$ cat src/rtl/nchq_pkg.sv
`timescale 1ns / 1ps

package nchq_pkg;

   localparam int NUM_CENTERS_DEF = 4;

   localparam int COORD_W = 16;
   localparam int IDX_W   = 4;
   localparam int DIST_W  = 33;
   localparam int SQ_W    = 32;
   localparam int COUNT_W = 8;

   // larger than any reachable distance, so the first cell always takes over
   localparam logic [DIST_W-1:0] DIST_INF = '1;

   localparam logic REQ_LOAD  = 1'b0;
   localparam logic REQ_QUANT = 1'b1;

   localparam logic KIND_NEAREST = 1'b0;
   localparam logic KIND_BIN     = 1'b1;

   // running minimum handed from cell to cell
   typedef struct packed {
      logic              valid;
      logic [DIST_W-1:0] best;
      logic [IDX_W-1:0]  win;
   } chain_tok_type;

   // broadcast control from the sequencer to every cell
   typedef struct packed {
      logic             load_en;
      logic [IDX_W-1:0] slot;
      logic             start;
      logic             inc_en;
      logic [IDX_W-1:0] inc_idx;
      logic             shift_en;
   } cell_ctl_type;

endpackage

$ cat src/rtl/nchq_cell.sv
`timescale 1ns / 1ps

module nchq_cell #(
   parameter int CELL_IDX = 0
) (
   input  logic                                clock,
   input  logic                                reset,
   input  nchq_pkg::cell_ctl_type              ctl,
   input  logic signed [nchq_pkg::COORD_W-1:0] coord_first,
   input  logic signed [nchq_pkg::COORD_W-1:0] coord_second,
   input  nchq_pkg::chain_tok_type             tok_in,
   output nchq_pkg::chain_tok_type             tok_out,
   input  logic [nchq_pkg::COUNT_W-1:0]        count_next,
   output logic [nchq_pkg::COUNT_W-1:0]        count_out
);

   localparam logic [nchq_pkg::IDX_W-1:0] MY_IDX = nchq_pkg::IDX_W'(CELL_IDX);

   // center: [15:0] first coordinate, [31:16] second; no reset, undefined until loaded
   logic [2*nchq_pkg::COORD_W-1:0] center_ff;
   logic [nchq_pkg::SQ_W-1:0]      sq_first_ff, sq_second_ff;
   logic [nchq_pkg::SQ_W-1:0]      sq_first_in, sq_second_in;
   logic [nchq_pkg::COUNT_W-1:0]   count_ff, count_in;
   nchq_pkg::chain_tok_type        tok_ff, tok_in_next;

   logic signed [nchq_pkg::COORD_W:0]     diff_first, diff_second;
   logic signed [2*nchq_pkg::COORD_W+1:0] prod_first, prod_second;
   logic [nchq_pkg::DIST_W-1:0]           dist_sum;

   always_comb begin
      diff_first  = {center_ff[nchq_pkg::COORD_W-1], center_ff[nchq_pkg::COORD_W-1:0]}
                  - {coord_first[nchq_pkg::COORD_W-1], coord_first};
      diff_second = {center_ff[2*nchq_pkg::COORD_W-1],
                     center_ff[2*nchq_pkg::COORD_W-1:nchq_pkg::COORD_W]}
                  - {coord_second[nchq_pkg::COORD_W-1], coord_second};
      prod_first  = diff_first * diff_first;
      prod_second = diff_second * diff_second;
      // |diff| <= 65535, so each square fits 32 bits
      sq_first_in  = ctl.start ? prod_first[nchq_pkg::SQ_W-1:0]  : sq_first_ff;
      sq_second_in = ctl.start ? prod_second[nchq_pkg::SQ_W-1:0] : sq_second_ff;
   end

   always_comb begin
      dist_sum = {1'b0, sq_first_ff} + {1'b0, sq_second_ff};
      tok_in_next = tok_in;
      // strict compare keeps the lower index on a tie
      if (tok_in.valid && (dist_sum < tok_in.best)) begin
         tok_in_next.best = dist_sum;
         tok_in_next.win  = MY_IDX;
      end
   end

   always_comb begin
      count_in = count_ff;
      if (ctl.shift_en) begin
         count_in = count_next;
      end else if (ctl.inc_en && (ctl.inc_idx == MY_IDX) && (count_ff != '1)) begin
         count_in = count_ff + nchq_pkg::COUNT_W'(1);
      end
   end

   always_ff @(posedge clock) begin
      if (ctl.load_en && (ctl.slot == MY_IDX)) begin
         center_ff <= {coord_second, coord_first};
      end
      sq_first_ff  <= sq_first_in;
      sq_second_ff <= sq_second_in;
      tok_ff.best  <= tok_in_next.best;
      tok_ff.win   <= tok_in_next.win;
      if (reset) begin
         tok_ff.valid <= 1'b0;
         count_ff     <= '0;
      end else begin
         tok_ff.valid <= tok_in_next.valid;
         count_ff     <= count_in;
      end
   end

   assign tok_out   = tok_ff;
   assign count_out = count_ff;

endmodule

$ cat config.mk
export PLATFORM = sky130hd
export DESIGN_NAME = nchq_cell
export DESIGN_NICKNAME = d
export VERILOG_FILES = /design/src/rtl/nchq_pkg.sv /design/src/rtl/nchq_cell.sv
export SDC_FILE = /design/constraint.sdc
export NUM_CORES = 2
export LEC_CHECK = 0
export ABC_AREA = 1
export BUFFER_PORTS_ARGS = -buffer_cell sky130_fd_sc_hd__buf_2
export CAP_MARGIN = 5
export CORE_ASPECT_RATIO = 0.5
export CORE_MARGIN = 4
export CORE_UTILIZATION = 64
export CTS_BUF_LIST = sky130_fd_sc_hd__clkbuf_16
export CTS_CLUSTER_SIZE = 10
export DETAILED_ROUTE_END_ITERATION = 7
export PLACE_DENSITY = 0.82
export SLEW_MARGIN = 20
export SYNTH_ARGS = -nofsm -noshare
export SYNTH_HDL_FRONTEND = slang
export SYNTH_SLANG_ARGS = --single-unit
$ cat constraint.sdc
create_clock -name clock -period 8 [get_ports clock]
set_clock_uncertainty 0.1 [all_clocks]
set_input_delay 0.4 -clock clock [delete_from_list [all_inputs] [get_ports clock]]
set_output_delay 0.4 -clock clock [all_outputs]
set_load 0.005 [all_outputs]
* After elaboration in Yosys (flattened, before gate mapping)
Cells that the tools add are included.
Widths: inputs -> output; s select.
** Cells by class
- Eq/ne operators :: 1
- Muxes and demuxes :: 3
- $lt $le $gt $ge :: 1
- Add/sub/neg operators :: 4
- Multipliers :: 2
- Reductions and logical operators :: 7
** Operators by type and width (number)
- $mul 17x17->32 :: 2
- $mux 37 :: 1
- $sub 16x16->17 :: 2
- $add 32x32->33 :: 1
- $lt 33x33->1 :: 1
- $mux 8 :: 2
- $add 8x1->8 const B :: 1
- $logic_not 4->1 :: 2
- $ne 8x8->1 const B :: 1
- $logic_and 1x1->1 :: 4
- $reduce_bool 2->1 :: 1
** Storage, ports and cells
- Register bits :: 142
- Output and inout bits :: 46
- Word-level logic and storage cells :: 25
- Input bits :: 92

* Logic depth before layout (Yosys ltp)
- Depth after elaboration :: 5
- Depth in mapped cells :: 39
- Mapped depth without buffers :: 38

* Worst setup path after synthesis
OpenSTA, ideal clock, no wires.
- Path kind :: input-to-reg
- Start point :: input port coord_second[0] (netlist bit)
- End point :: register sq_second_ff[31] (netlist bit) (data pin)
- Arrival :: 6540 ps
- Setup slack :: 1108 ps
- Cell stages on the path :: 31
- Buffers on the path :: 1
- Library setup time :: 252 ps
- Data required time :: 7648 ps
- Cell sequence :: ha_1 inv_1 fa_1 nand2_1 nand3_1 nand3_1 nand2_1 nand2_1 nand3_1 nand2_1 buf_2 nor2_1 fa_1 inv_1 fa_1 fa_1 inv_1 fa_1 inv_1 fa_1 inv_1 fa_1 ha_1 inv_1 nor3_1 nand2_1 or2_2 nand3_1 inv_1 nand2_1 nand2_1
** Between the ends
- Cells in the longest elaborated chain, start to end :: 2
** Ends and longest elaborated chain
- from (decl) :: RTL line nchq_cell.sv:10 : input logic signed [nchq_pkg::COORD_W-1:0] coord_second,
- $sub 16x16->17 :: RTL line nchq_cell.sv:35 : - {coord_second[nchq_pkg::COORD_W-1], coord_second};
- $mul 17x17->32 :: RTL line nchq_cell.sv:37 : prod_second = diff_second * diff_second;
- net prod_second, one bit :: RTL line nchq_cell.sv:27 : logic signed [2*nchq_pkg::COORD_W+1:0] prod_first, prod_second;
- to (signal assigned) :: RTL line nchq_cell.sv:67 : sq_second_ff <= sq_second_in;
- to (decl) :: RTL line nchq_cell.sv:21 : logic [nchq_pkg::SQ_W-1:0] sq_first_ff, sq_second_ff;
The timed path passes the listed nets, and every way through them passes these cells.
A chain may end at the register's enable or synchronous reset.

* Worst setup path after layout
- Start point :: register center_ff[16] (netlist bit)
- End point :: register sq_second_ff[24] (netlist bit) (data pin)
** Between the ends
- Cells in the longest elaborated chain, start to end :: 2
** Ends and longest elaborated chain
- from (decl) :: RTL line nchq_cell.sv:20 : logic [2*nchq_pkg::COORD_W-1:0] center_ff;
- from (signal assigned) :: RTL line nchq_cell.sv:64 : center_ff <= {coord_second, coord_first};
- $sub 16x16->17 :: RTL line nchq_cell.sv:35
- $mul 17x17->32 :: RTL line nchq_cell.sv:37
- net prod_second, one bit :: RTL line nchq_cell.sv:27
The timed path passes the listed nets, and every way through them passes these cells.

==> out/summary.md <==
The die outline area was 47,600 µm². Summed over all nets, the half-perimeter wirelength after detailed placement is 59,500 µm. Number of antenna diodes: 0. By area the synthesized netlist is led by fa_1 (37%), inv_1 (11%), ha_1 (11%).

For the total area of multi-input combinational cells, the log shows 20,900 µm². The register bit count reported by yosys is 140. The layout overhead on the synthesized area was 7.68%. For the number of filler instances in the final layout, the log shows 3,365.

The initialized floorplan defines 53 standard-cell rows. Summed over all instances, the cell type with the most area after synthesis is fa_1. The via count of the first global-routing pass is 23,300. Remaining routing DRC violations: 0. In this run the tool buffered the top-level ports with 137 buffer cells. Of all nets on the critical path, the largest fanout is 11. STA classifies the critical path startpoint as a register. The top cell family by delay on the critical path is adder cells. The run gives 4,215 as the post-synth net total. The worst register-to-register path ends at sq_second_ff[24]$_DFFE_PP_. The worst hold path was traced through 3 stages. The average footprint of a synthesized cell came out at 8.38 µm². The final total negative setup slack is 0 ns, and the fraction of synthesized cell area taken by the top area cell type is 36.9%. Cell at the root of the clock tree: clkbuf_16.

The synthesized instance count is 3,356, and the final period demand of the worst path is 7.72 ns. The number of nets in the layout was 4,373. By startpoint and endpoint, the worst setup path is classified as register to register.

The horizontal die dimension is 304 µm, and the number of buffers added to fix hold violations after cts is 0. After detailed routing, the average wire length per cell comes to 17.0 µm. Data on the critical path is required at its endpoint by 8.16 ns. The slowest stage of the critical path belongs to the cell fa_1. The tightest min-delay check is of the input pin to register type. After detailed placement, the total cell area comes to 29,700 µm². The detail route stage leaves a number of antenna-violating nets equal to 0. Data arrival time of the critical path: 7.88 ns.

After synthesis, the netlist uses 53 different library cells. The relative max-transition margin is 40.3%, and the slack of the worst reg-to-reg path is 0.28 ns. In the final layout, flip-flops and latches occupy 3740 µm². After synthesis, the share of flip-flops with an asynchronous set or reset is 0%. After clock tree synthesis, the clock-pin slew on the worst setup and hold paths is 0.07 ns. The placeable core region was 42,700 µm². STA classifies the critical path endpoint as a register.

The run finished with clean final reports. The post-route clock period utilization came out at 96.5%. Before antenna repair, the detailed router went through 8 iterations. The total of endpoints with negative setup slack in the final report came out at 0. By count the netlist is led by inv_1 (851), nand2_1 (613), fa_1 (518), nor2_1 (320), ha_1 (249). At the pin with the least slew margin, the transition time is 0.896 ns. The tools report the critical register-to-register path startpoint as center_ff[16]$_DFFE_PP_.

The total overflow left after global routing is 0. Max-cap violations in this run came to 0. The most instantiated library cell after synthesis is inv_1. Yosys printed 0 warnings. TritonCTS built the clock tree.

Dividing the detail-routed via count by the number of cells gives 5.46. For hold timing, the worst endpoint is tok_out[0]$_SDFF_PP0_. Biggest cell delay along the critical path: 0.54 ns. For the worst-skew pair, the clock arrives at the later sink with an insertion delay of 0.45 ns. The H-tree level count was 4. The total global routing track utilization was 30.4%; the detailed-route via count was 22,400. The critical hold path startpoint is tok_in[0]. Entering global routing, the biggest net connects 63 pins.

The number of cells on the worst reg-to-reg path is 34. The worst-case clock buffer depth is 2, and the top-level port count is 138. The finished cells cover 30,300 µm². The number of clock buffers added by TritonCTS is 17. The routability congestion estimate from global placement was 0.961; the fraction of final layout cells sized beyond drive strength 1 was 8.14%.

The effective utilization at floorplan is 65.8%. The number of slew-limit violations in the final report is 0, and the number of buffer and inverter instances along the worst setup path is 10. Counting every sink on the clock net gives 140.

The cell that appears most often on the critical path is inv_1. The cell area that synthesis handed to floorplanning was 28,100 µm². The hold violation total from the final report was 0; the number of enable flip-flop cells after synthesis was 94.

The number of antenna violations at the first check in global routing is 0. Commonest register cell after synthesis: edfxtp_1. The final layout contains routed wiring with a total length of 70,000 µm. Sequential cells were found to cover 13.3% of the synthesized design area.

Static timing analysis puts the maximum clock frequency at 0.130 GHz. Measured along the y axis, the die boundary spans 156 µm. After the first detailed-routing iteration, the DRC count stood at 1,790. The run gives 115,000 µm as the global-route wire length before repair.
==> per-layer routing <==
layer  share of wire [%]  GRT usage [%]
met5                   0              0
met1                  41           41.0
met2                  45           49.3
met4                 2.4           7.25
met3                  11           9.20
==> tightest hold or removal path: stages <==
cell     delay [ns]
buf_2          0.07
nand2_1        0.04
inv_1          0.04
==> through the flow <==
step | instances | hold slack [ns] | utilization, % | setup slack [ns]
5_1_grt | 4104 | 0.0264 | 70.9 | -0.0117
3_5_place_dp | 4070 | 0.428 | 69.4 | 0.0195
3_3_place_gp | 4070 | 0.405 | 69.4 | 0.0730
4_1_cts | 4102 | 0.0131 | 70.8 | 0.0499
2_1_floorplan | 3356 | 0.369 | - | 1.11
6_report | 4104 | 0.0252 | 70.9 | 0.282
==> repair_timing <==
action                     CTS  global route
setup endpoints to repair    0            11
gates resized for setup      0             8
buffers inserted             0             2
==> cells in the final DEF (no fill, tap or decap), drive strengths merged, types with 4 or more instances in the layout <==
master and n:
a21o 14, a21oi 149, a31oi 5, buf 187
clkbuf 17, clkinv 6, dfxtp 46, edfxtp 94
fa 518, ha 249, inv 877, nand2 627
nand3 113, nand3b 7, nand4 19, nor2 329
nor3 32, nor4 5, o211ai 4, o21a 7
o21ai 70, o21bai 12, o31ai 7, or2 5
xnor2 32, xor2 77
==> how the worst max path moves through the flow <==
stage / from / endpoint / slack, ns / cells past startpoint
2_1_floorplan: coord_second[0] / sq_second_ff[31]$_DFFE_PP_ / 1.11 / 31
6_report: center_ff[16]$_DFFE_PP_ / sq_second_ff[24]$_DFFE_PP_ / 0.28 / 34
5_1_grt: center_ff[2]$_DFFE_PP_ / sq_first_ff[26]$_DFFE_PP_ / -0.01 / 33
3_5_place_dp: coord_second[0] / sq_second_ff[25]$_DFFE_PP_ / 0.02 / 34
4_1_cts: center_ff[16]$_DFFE_PP_ / sq_second_ff[25]$_DFFE_PP_ / 0.05 / 34
3_3_place_gp: coord_second[0] / sq_second_ff[25]$_DFFE_PP_ / 0.07 / 34
==> area by class of cell <==
| cell class | count | area share, % |
|---|---|---|
| well taps | 577 | 2.38 |
| inverters | 868 | 10.8 |
| flip-flops and latches | 140 | 12.4 |
| clock buffers | 17 | 1.41 |
| multi-input cells | 2300 | 69.1 |
| clock inverters | 15 | 0.463 |
| repair buffers | 187 | 3.55 |
==> kinds of logic (layout without fill, tap and decap cells) <==
family                   count (synthesis)  count (layout)  synth area share, %
AO/OA/AOI/OAI                          278             278                 5.52
buffers and inverters                  916            1087                 12.5
multiplexers                             1               1               0.0356
adder cells (fa/ha/maj)                767             767                 48.0
XOR/XNOR                               109             109                 3.80
AND/OR/NAND/NOR                       1145            1145                 16.9
flip-flops                             140             140                 13.3
==> registers in the layout, indices dropped and copies added, names as in the netlist <==
register,count
tok_out,38
center_ff,32
sq_first_ff,31
sq_second_ff,31
count_out,8
Power is not shown: default switching activity piles up to over one toggle a cycle in this logic, so the estimate is an artifact.
